`config.mk`:
```
export PLATFORM = sky130hd
export DESIGN_NAME = stream_byte_pattern_replace_top
export DESIGN_NICKNAME = d
export VERILOG_FILES = /design/src/hdl/sbpr_pkg.sv /design/src/hdl/sbpr_cell.sv /design/src/hdl/sbpr_res_queue.sv /design/src/hdl/stream_byte_pattern_replace_top.sv
export SDC_FILE = /design/constraint.sdc
export NUM_CORES = 1
export LEC_CHECK = 0
export ABC_AREA = 1
export BUFFER_PORTS_ARGS = -buffer_cell sky130_fd_sc_hd__buf_2
export CORE_MARGIN = 8
export CORE_UTILIZATION = 41
export DETAILED_ROUTE_END_ITERATION = 8
export PLACE_DENSITY_LB_ADDON = 0.05
export SLEW_MARGIN = 15
export SYNTH_ARGS = -nofsm -noshare
export SYNTH_HDL_FRONTEND = slang
export SYNTH_SLANG_ARGS = --single-unit
```
`constraint.sdc`:
```
create_clock -name clock -period 8.5 [get_ports clock]
set_input_delay 2.125 -clock clock [delete_from_list [all_inputs] [get_ports clock]]
set_output_delay 2.125 -clock clock [all_outputs]
set_load 0.02 [all_outputs]
```
`src/hdl/sbpr_pkg.sv`:
```
// ----------------------------------------------------------------------------
// Byte pattern replace: shared package
// Types and fixed sizes used by the window cells, the result queue and the
// top level.
// ----------------------------------------------------------------------------
`timescale 1ns / 1ps

package sbpr_pkg;

   // Largest pattern or replacement, in bytes (one 64-bit register).
   localparam int BYTE_CAP  = 8;
   // Most results that one input transaction can produce.
   localparam int MAX_RES   = 8;
   localparam int RES_W     = 4;
   localparam int RES_IDX_W = 3;
   // Result queue holds two full bursts so input can continue while one waits.
   localparam int QDEPTH    = 16;
   localparam int QCNT_W    = 5;
   localparam int CSR_W     = 64;
   localparam int LEN_W     = 4;

   typedef enum logic [1:0] {
      CSR_PATTERN_BYTES      = 2'd0,
      CSR_PATTERN_LENGTH     = 2'd1,
      CSR_REPLACEMENT_BYTES  = 2'd2,
      CSR_REPLACEMENT_LENGTH = 2'd3
   } csr_index_type;

   typedef struct packed {
      logic load;   // a byte is taken into the window this cycle
      logic shift;  // the window drops its oldest byte
   } cell_ctl_type;

   typedef struct packed {
      logic [7:0] out_byte;
      logic       has_byte;
      logic       last;
   } result_type;

endpackage

```
`src/hdl/sbpr_cell.sv`:
```
// ----------------------------------------------------------------------------
// Byte pattern replace: window cell
// Holds one window byte, compares it with its pattern byte and passes its
// byte to the neighbor below when the window shifts.
// ----------------------------------------------------------------------------
`timescale 1ns / 1ps

module sbpr_cell
   import sbpr_pkg::*;
(
   input  logic         clock,
   input  cell_ctl_type ctl,
   input  logic         wr_sel,
   input  logic [7:0]   in_byte,
   input  logic [7:0]   next_cand,
   input  logic [7:0]   pattern_byte,
   output logic [7:0]   cand,
   output logic         match
);

   logic [7:0] byte_ff;
   logic [7:0] byte_in;

   // The incoming byte lands in the cell at the current fill position.
   assign cand  = wr_sel ? in_byte : byte_ff;
   assign match = (cand == pattern_byte);

   always_comb begin
      byte_in = byte_ff;
      if (ctl.load) begin
         byte_in = ctl.shift ? next_cand : cand;
      end
   end

   always_ff @(posedge clock) begin
      byte_ff <= byte_in;
   end

endmodule

```
`src/hdl/sbpr_res_queue.sv`:
```
// ----------------------------------------------------------------------------
// Byte pattern replace: result queue
// A shifting row of result slots. A burst of up to eight results is written
// behind the occupied slots; the head slot drives the result channel.
// ----------------------------------------------------------------------------
`timescale 1ns / 1ps

module sbpr_res_queue
   import sbpr_pkg::*;
(
   input  logic              clock,
   input  logic              reset,
   input  logic              push,
   input  logic [RES_W-1:0]  push_count,
   input  result_type        push_items [MAX_RES],
   input  logic              pop,
   output result_type        head,
   output logic [QCNT_W-1:0] count
);

   result_type        slot_ff [QDEPTH];
   result_type        slot_in [QDEPTH];
   logic [QCNT_W-1:0] count_ff;
   logic [QCNT_W-1:0] count_in;
   logic [QCNT_W-1:0] base;
   logic [QCNT_W-1:0] offset [QDEPTH];

   assign base = count_ff - QCNT_W'(pop);

   always_comb begin
      for (int j = 0; j < QDEPTH; j++) begin
         offset[j]  = QCNT_W'(j) - base;
         slot_in[j] = pop ? slot_ff[(j + 1) % QDEPTH] : slot_ff[j];
         if (push && (QCNT_W'(j) >= base) && (offset[j] < QCNT_W'(push_count))) begin
            slot_in[j] = push_items[offset[j][RES_IDX_W-1:0]];
         end
      end
      count_in = base + (push ? QCNT_W'(push_count) : QCNT_W'(0));
   end

   always_ff @(posedge clock) begin
      for (int j = 0; j < QDEPTH; j++) begin
         slot_ff[j] <= slot_in[j];
      end
   end

   always_ff @(posedge clock) begin
      if (reset) begin
         count_ff <= '0;
      end else begin
         count_ff <= count_in;
      end
   end

   assign head  = slot_ff[0];
   assign count = count_ff;

endmodule

```
`src/hdl/stream_byte_pattern_replace_top.sv`:
```
// ----------------------------------------------------------------------------
// Streaming byte pattern replace: top level
// Results of a transaction are written into the result queue and reach rsp
// behind any results still queued. Throughput: one byte per cycle; each result
// takes its own turn on the result port, and req stalls while more than eight are queued.
// Reset clears the window, the result queue and the registers to their
// defaults (pattern length one, empty replacement).
// ----------------------------------------------------------------------------
`timescale 1ns / 1ps

module stream_byte_pattern_replace_top
   import sbpr_pkg::*;
#(
   parameter int PATTERN_MAX = 8
) (
   input  logic             clock,
   input  logic             reset,
   // Input byte stream
   input  logic             req_valid,
   output logic             req_stall,
   input  logic [7:0]       req_data_byte,
   input  logic             req_end_of_stream,
   // Rewritten stream
   output logic             rsp_valid,
   input  logic             rsp_stall,
   output logic [7:0]       rsp_out_byte,
   output logic             rsp_has_byte,
   output logic             rsp_last,
   // Register write port
   input  logic             csr_we,
   input  logic [1:0]       csr_index,
   input  logic [CSR_W-1:0] csr_wdata
);

   // The window never holds more bytes than the longest usable pattern.
   localparam int CELLS  = (PATTERN_MAX < BYTE_CAP) ? PATTERN_MAX : BYTE_CAP;
   localparam int FILL_W = $clog2(CELLS + 1);

   // Configuration registers.
   logic [63:0]      pattern_bytes_ff;
   logic [LEN_W-1:0] pattern_length_ff;
   logic [63:0]      replacement_bytes_ff;
   logic [LEN_W-1:0] replacement_length_ff;

   // Window state: the byte cells hold the data, fill_ff counts valid bytes.
   logic [FILL_W-1:0] fill_ff;
   logic [FILL_W-1:0] fill_in;

   logic [FILL_W-1:0] plen;
   logic [RES_W-1:0]  rlen;
   logic [FILL_W-1:0] wr_idx;
   logic              full;
   logic              hit;
   logic              accept;
   logic              pop;
   logic [CELLS-1:0]  match;
   logic [CELLS-1:0]  plen_mask;
   logic [7:0]        cand [CELLS];
   cell_ctl_type      cell_ctl;

   logic [RES_W-1:0]  res_count;
   logic              marker;
   logic [RES_W-1:0]  push_count;
   result_type        push_items [MAX_RES];
   result_type        head;
   logic [QCNT_W-1:0] q_count;

   // ------------------------------------------------------------------------
   // Register writes. Writing the pattern length also empties the window;
   // the fill counter handles that below.
   // ------------------------------------------------------------------------
   always_ff @(posedge clock) begin
      if (reset) begin
         pattern_bytes_ff      <= '0;
         pattern_length_ff     <= LEN_W'(1);
         replacement_bytes_ff  <= '0;
         replacement_length_ff <= '0;
      end else if (csr_we) begin
         case (csr_index_type'(csr_index))
            CSR_PATTERN_BYTES:      pattern_bytes_ff      <= csr_wdata;
            CSR_PATTERN_LENGTH:     pattern_length_ff     <= csr_wdata[LEN_W-1:0];
            CSR_REPLACEMENT_BYTES:  replacement_bytes_ff  <= csr_wdata;
            CSR_REPLACEMENT_LENGTH: replacement_length_ff <= csr_wdata[LEN_W-1:0];
            default: ;
         endcase
      end
   end

   // A zero pattern length acts as one; longer values saturate at the cell
   // count. The replacement saturates at eight bytes.
   always_comb begin
      if (pattern_length_ff == '0) begin
         plen = FILL_W'(1);
      end else if (pattern_length_ff > LEN_W'(CELLS)) begin
         plen = FILL_W'(CELLS);
      end else begin
         plen = pattern_length_ff[FILL_W-1:0];
      end
      if (replacement_length_ff > LEN_W'(BYTE_CAP)) begin
         rlen = RES_W'(BYTE_CAP);
      end else begin
         rlen = replacement_length_ff;
      end
   end

   // ------------------------------------------------------------------------
   // Window compare. The new byte is written at the fill position; when that
   // makes the window as long as the pattern, every cell within the pattern length compares at once.
   // ------------------------------------------------------------------------
   assign accept = req_valid & ~req_stall;
   assign wr_idx = (fill_ff >= plen) ? '0 : fill_ff;
   assign full   = ((wr_idx + FILL_W'(1)) == plen);

   always_comb begin
      for (int i = 0; i < CELLS; i++) begin
         plen_mask[i] = (FILL_W'(i) < plen);
      end
   end

   assign hit            = full & (&(match | ~plen_mask));
   assign cell_ctl.load  = accept;
   assign cell_ctl.shift = full & ~hit;

   for (genvar i = 0; i < CELLS; i++) begin : g_cell
      logic [7:0] next_cand;

      if (i < CELLS - 1) begin : g_mid
         assign next_cand = cand[i + 1];
      end else begin : g_end
         assign next_cand = 8'h00;
      end

      sbpr_cell u_cell (
         .clock        (clock),
         .ctl          (cell_ctl),
         .wr_sel       (wr_idx == FILL_W'(i)),
         .in_byte      (req_data_byte),
         .next_cand    (next_cand),
         .pattern_byte (pattern_bytes_ff[8*i +: 8]),
         .cand         (cand[i]),
         .match        (match[i])
      );
   end

   // A pattern length write, a match or the end of the stream empties the window; a miss on a full
   // window drops the oldest byte, leaving the fill where it was.
   always_comb begin
      fill_in = fill_ff;
      if (csr_we && (csr_index_type'(csr_index) == CSR_PATTERN_LENGTH)) begin
         fill_in = '0;
      end else if (accept) begin
         if (req_end_of_stream || hit) begin
            fill_in = '0;
         end else if (full) begin
            fill_in = wr_idx;
         end else begin
            fill_in = wr_idx + FILL_W'(1);
         end
      end
   end

   always_ff @(posedge clock) begin
      if (reset) begin
         fill_ff <= '0;
      end else begin
         fill_ff <= fill_in;
      end
   end

   // ------------------------------------------------------------------------
   // Result burst. Without a match, results are simply the window bytes in
   // order: the oldest one on a full window, and all of them at the end of
   // the stream. With a match they are the replacement bytes.
   // ------------------------------------------------------------------------
   always_comb begin
      if (hit) begin
         res_count = rlen;
      end else if (full) begin
         res_count = req_end_of_stream ? RES_W'(plen) : RES_W'(1);
      end else begin
         res_count = req_end_of_stream ? (RES_W'(wr_idx) + RES_W'(1)) : '0;
      end
   end

   // An end of stream that produced nothing still sends one empty marker.
   assign marker     = req_end_of_stream & (res_count == '0);
   assign push_count = marker ? RES_W'(1) : res_count;

   for (genvar k = 0; k < MAX_RES; k++) begin : g_item
      logic [7:0] win_byte;

      if (k < CELLS) begin : g_win
         assign win_byte = cand[k];
      end else begin : g_none
         assign win_byte = 8'h00;
      end

      assign push_items[k].out_byte = marker ? 8'h00 :
                                      hit    ? replacement_bytes_ff[8*k +: 8] : win_byte;
      assign push_items[k].has_byte = ~marker;
      assign push_items[k].last     = req_end_of_stream &
                                      (RES_W'(k) == (push_count - RES_W'(1)));
   end

   // ------------------------------------------------------------------------
   // Result queue. Input is taken while at most eight results are queued, so
   // a full burst always fits behind a result that is still waiting.
   // ------------------------------------------------------------------------
   assign pop = rsp_valid & ~rsp_stall;

   sbpr_res_queue u_res_queue (
      .clock      (clock),
      .reset      (reset),
      .push       (accept),
      .push_count (push_count),
      .push_items (push_items),
      .pop        (pop),
      .head       (head),
      .count      (q_count)
   );

   assign req_stall    = (q_count > QCNT_W'(MAX_RES));
   assign rsp_valid    = (q_count != '0);
   assign rsp_out_byte = head.out_byte;
   assign rsp_has_byte = head.has_byte;
   assign rsp_last     = head.last;

`ifndef NO_ASSERTIONS
   // The window never reaches the pattern length between transactions.
   a_fill_below_plen : assert property (@(posedge clock) disable iff (reset)
      fill_ff < plen)
      else $error("window fill reached the pattern length");

   // Every end-of-stream transaction leaves at least one queued result.
   a_eos_gives_result : assert property (@(posedge clock) disable iff (reset)
      (accept && req_end_of_stream) |=> rsp_valid)
      else $error("end of stream produced no result");

   // A match with a nonempty replacement leaves at least one queued result.
   a_hit_gives_result : assert property (@(posedge clock) disable iff (reset)
      (accept && hit && (rlen != '0)) |=> rsp_valid)
      else $error("match with replacement produced no result");

   // The queue never overflows.
   a_queue_bound : assert property (@(posedge clock) disable iff (reset)
      q_count <= QCNT_W'(QDEPTH))
      else $error("result queue overflow");
`endif

endmodule
```
==> metrics, run 1 <==
FP Rows 87; top cells by area, synth edfxtp_1 (29%), nand2_1 (19%), dfxtp_1 (13%), o21ai_0 (7.3%), nand3_1 (5.1%); wire per inst 22.0 um; dpl hpwl 68.2 mm; Pre-Repair DR Iteration Count 6; reg-to-reg slack, setup 0.93 ns; Global Route met2 Usage 0.469; CP required slightly below 9 ns; Tmin final 7.57 ns; crit path max fanout 26; Max stage delay cell, worst path ha_1; pre-CTS setup slack 1.05 ns; flops & latches, synth 369; fill count 5770; Final setup violation count 0; most common library cells after synthesis nand2_1 (1140), o21ai_0 (335), inv_1 (272); Total Wirelength 88.6 mm; CTS Buf Count 44; Post-DP Area 0.0240 mm^2; # DRC 0; design area about 0.026 mm^2; Cells after Synth 3245; synth unique cells 56; met1 GRT Util 0.342; starting density of the core 0.412; gpl congestion 0.977; top-count cell post-synth nand2_1; max incr delay on CP 0.75 ns; Final Cycle Share 0.890; CTS max path bufs 3; gr usage total 0.270; met3 Track Usage GR 0.0251; Area growth syn-to-layout 10.3%; Slew @ Worst Pin 1.15 ns; Yosys Warn Count 0; Overflow after GRT 0; outcome complete, no violations; root buf cell clkbuf_16; chip height about 250 um; Setup Buffers After CTS 0; post-synthesis sequential area ratio 0.417; Setup Crit Path Kind reg2reg; fin nets 3374; CP endpoint kind register; Die ar. 0.0642 mm^2; cts hold-fix bufs 0; I/O pin cnt 92; maximum number of pins on one net before global-route repair 82; hold_sp replacement_bytes_ff[17]; syn_nets ~3400; first-pass GRT wire length 130 mm; fraction of registers with async set/reset 0; Sink Count ~370; hold-critical path depth 2; Core Region 0.0561 mm^2; Final Hold Fails 0; Iter 0 DRT Violations 1955; die width 253 um; post-synth top area cell edfxtp_1; fmax about 130 MHz; area share of the largest cell type after synthesis 0.291; # port buffers 91; Max-Slew Margin vs Limit 0.232; DR vias/cell roughly 5.4; Post-synth EDFFs 224; Cell Area, Synth around 0.023 mm^2; via count 21800; post-cts sizing count 0; TNS Setup 0 ns; H-tree depth 2; Hold Crit Endpoint replacement_bytes_ff[17]; final setup margin 0.931 ns; max-slew violations 0; Top Usage Layer GRT met2; ANT nets after route 0; Clock Skew 0.0294 ns; vias in the first global route 20300; Worst-Skew Late Latency roughly 0.59 ns; share of layout cells above drive strength 1 0.0898; RR Endpoint u_res_queue.slot_ff[0][15]; Post-Syn Area per Cell 7.12 um^2; CP Launch Type register; FF-to-FF Start pattern_length_ff[3]; RSZ-0062 raised after global routing false; arrival time worst endpoint between 7 and 8 ns; TritonCTS clock tree done; max-cap violation count 0; initial antenna violation count 0; Top FF cell, synth edfxtp_1; Worst Reg-to-Reg Cells 34; Reg clk slew, reported paths ~0.06 ns; CP dominant cell by count nand2_1; Hold WC Path Type reg2reg; ANT cells 0
[worst max path at each step]
stage | start | end | slack [ns] | cells after the start
finish | pattern_length_ff[3] | u_res_queue.slot_ff[0][15] | 0.93 | 34
detailed placement | pattern_length_ff[3] | u_res_queue.slot_ff[0][74] | 1.05 | 34
CTS | pattern_length_ff[3] | u_res_queue.slot_ff[0][79] | 1.04 | 34
floorplan | rsp_stall | u_res_queue.slot_ff[0][0] | 1.80 | 20
global route | pattern_length_ff[3] | u_res_queue.slot_ff[0][79] | 0.30 | 33
global placement | pattern_length_ff[3] | u_res_queue.slot_ff[0][77] | 1.20 | 33
[state kept, by name, summed over array words and instances, names as in the netlist]
name	flops
u_res_queue.count	5
g_cell.u_cell.byte_ff	64
u_res_queue.slot_ff	160
replacement_length_ff	4
pattern_bytes_ff	64
pattern_length_ff	4
replacement_bytes_ff	64
fill_ff	4
[final cells by class]
type                       count  area [um^2]  share of cell area
timing repair buffer         127          726              0.0285
clock inverter                24          284              0.0111
multi-input combinational   2408        11600               0.454
sequential                   369         9630               0.378
clock buffer                  58         1250              0.0489
inverter                     288         1080              0.0424
tap                          756          946              0.0371
[cells in the final DEF (no fill, tap or decap), types with 14 or more instances in the layout]
master	count
a21oi_1	135
buf_2	91
buf_4	36
clkbuf_16	46
clkinv_1	14
dfxtp_1	145
edfxtp_1	224
ha_1	54
inv_1	269
nand2_1	1139
nand2_2	25
nand3_1	235
nand3_2	21
nand3b_1	35
nand4_1	19
nor2_1	169
o211ai_1	38
o21ai_0	335
o21ai_1	79
or2_1	24
[cells by family after synthesis]
| family | count (synthesis) | share of synthesized area |
|---|---|---|
| and+or+nand+nor | 1700 | 0.313 |
| AOI/OAI and AO/OA | 636 | 0.151 |
| buffers and inverters | 468 | 0.0834 |
| DFF | 369 | 0.417 |
| adders and majority gates | 56 | 0.0306 |
| xor gates and xnor gates | 16 | 0.00606 |
[stage by stage]
stage               cells  utilization  hold WS (ns)
floorplan            3245            -         0.424
CTS                  4030        0.455         0.448
detailed placement   3948        0.428         0.439
global placement     3948        0.428         0.434
finish               4030        0.455         0.449
global route         4030        0.455         0.469
[worst max-delay path: cells and delay by family, from the launching register on]
| family | cells | cell delay, ns |
|---|---|---|
| buffers and inverters | 4 | 0.57 |
| flip-flops | 1 | 0.39 |
| AO/OA/AOI/OAI | 3 | 0.88 |
| adder cells (fa/ha/maj) | 2 | 1.04 |
| AND/OR/NAND/NOR | 25 | 4.29 |
[routing by layer]
metal | wire length [um] | vias up
met3 | 4250 | 137
met5 | 0 | -
met4 | 3850 | 0
met2 | 42900 | 688
met1 | 37500 | 10300
li1 | - | 10700
Power of run 1 is not shown: default switching activity piles up to over one toggle a cycle in this logic, so the estimate is an artifact.
==> run 2, diff against run 1 <==
- RECOVER_POWER: default -> 25
==> run 2 against run 1 <==
The run now ends with capacitance limit, slew limit left. Clock skew fell by 0.00059 ns. Core utilization is 0.10 points lower. Global-route usage unchanged. Register-to-register slack hardly changed. Non-clock buffer count is the same.
==> metrics, run 2 (same netlist as run 1, synthesis figures left out) <==
fmax 132 MHz (about the same); ANT cells 0 (unchanged); CP required 8.73 ns (about the same); max-cap violation count 7 (+7); CP endpoint kind register; Sink Count 369 (unchanged); Final Hold Fails 0 (unchanged); dpl hpwl 68.2 mm (unchanged); die width 253 um (unchanged); H-tree depth 2 (unchanged); wire per inst 22.0 um (+0.14%); maximum number of pins on one net before global-route repair 82 (unchanged); fin nets 3374 (unchanged); fill count 5782 (+0.21%); ANT nets after route 0 (unchanged); Buf/Inv on CP 4 (unchanged); Slew @ Worst Pin 4.73 ns (+3.58 ns); gr usage total 0.270 (unchanged); Setup Buffers After CTS 0 (unchanged); FP Rows 87 (unchanged); initial antenna violation count 0 (unchanged); Hold WC Path Type reg2reg; Total Wirelength 88.7 mm (+0.14%); CTS max path bufs 3 (unchanged); root buf cell clkbuf_16; vias in the first global route 20300 (unchanged); Core Region 0.0561 mm^2 (unchanged); Worst-Skew Late Latency 0.59 ns (about the same); Die ar. 0.0642 mm^2 (unchanged); cts hold-fix bufs 0 (unchanged); share of layout cells above drive strength 1 0.0828 (-0.00703); Max stage delay cell, worst path ha_1; # DRC 0 (unchanged); Reg with most FFs u_res_queue.slot_ff; max reg flops 160 (unchanged); Final Cycle Share 0.891 (about the same); commonest non-fill, non-tap cell in the layout nand2_1; delay-heaviest family, CP simple AND/OR/NAND/NOR gates; Area growth syn-to-layout 10.1%; CTS Buf Count 44 (unchanged); Overflow after GRT 0 (unchanged); RSZ-0062 raised after global routing false; Clock Skew 0.0288 ns (-0.000594 ns); crit path max fanout 26 (unchanged); CP dominant cell by count nand2_1; TNS Setup 0 ns (unchanged); gpl congestion 0.977 (unchanged); max incr delay on CP 0.74 ns (about the same); I/O pin cnt 92 (unchanged); Setup Crit Path Kind reg2reg; via count 21800 (-0.17%); max-slew violations 436 (+436); Pre-Repair DR Iteration Count 6 (unchanged); most frequent cells in the layout nand2_1 (1139), o21ai_0 (335), inv_1 (270); Final setup violation count 0 (unchanged); # port buffers 91 (unchanged); Reg clk slew, reported paths 0.06 ns (about the same); first-pass GRT wire length 130 mm (unchanged); Tmin final 7.57 ns (+0.00235 ns); TritonCTS clock tree done; starting density of the core 0.412 (unchanged); failing checks capacitance limit, slew limit; arrival time worst endpoint 7.80 ns (about the same); chip height 253 um (unchanged); CP Launch Type register; post-cts sizing count 0 (unchanged); reg-to-reg slack, setup 0.93 ns (about the same); Max-Slew Margin vs Limit -2.15 (-2.38); DR vias/cell 5.41 (-0.17%); outcome finished with violations; Iter 0 DRT Violations 1982 (+1.4%)
run 2: path summary, 6_finish.rpt:
check                                              start                         end  cells past startpoint
worst min-delay path            replacement_bytes_ff[49]    replacement_bytes_ff[49]                      2
worst min register to register  replacement_bytes_ff[49]    replacement_bytes_ff[49]                      2
worst max-delay path                pattern_length_ff[3]  u_res_queue.slot_ff[0][11]                     34
worst max register to register      pattern_length_ff[3]  u_res_queue.slot_ff[0][11]                     34
run 2: routing by layer:
metal / vias up / GRT usage / wire length, um
met3: 136 / 0.0251 / 3910
li1: 10700 / - / -
met1: 10300 / 0.342 / 38000
met4: 0 / 0.109 / 3860
met2: 623 / 0.469 / 43000
met5: - / 0 / 0
run 2: area by class of cell:
| type | instances | area (um^2) | share of cell area |
|---|---|---|---|
| flip-flops and latches | 369 | 9630 | 0.378 |
| clock buffers | 58 | 1250 | 0.0490 |
| multi-input cells | 2408 | 11600 | 0.455 |
| clock inverters | 24 | 284 | 0.0112 |
| well taps | 756 | 946 | 0.0372 |
| repair buffers | 127 | 687 | 0.0270 |
| inverters | 288 | 1080 | 0.0425 |
run 2: tightest hold or removal path: stages, from the launching register on:
cell     delay, ns
dfxtp_1       0.30
inv_1         0.06
a21oi_1       0.05
run 2: metrics by stage:
step | worst slack [ns] | cells | utilization | cell area [um^2] | hold slack [ns]
2_1_floorplan | 1.80 | 3245 | - | 23100 | 0.424
3_3_place_gp | 1.20 | 3948 | 0.428 | 24000 | 0.434
3_5_place_dp | 1.05 | 3948 | 0.428 | 24000 | 0.439
4_1_cts | 1.04 | 4030 | 0.455 | 25500 | 0.448
5_1_grt | 0.301 | 4030 | 0.454 | 25400 | 0.469
6_report | 0.929 | 4030 | 0.454 | 25400 | 0.450
Power of run 2 is left out for the same reason.
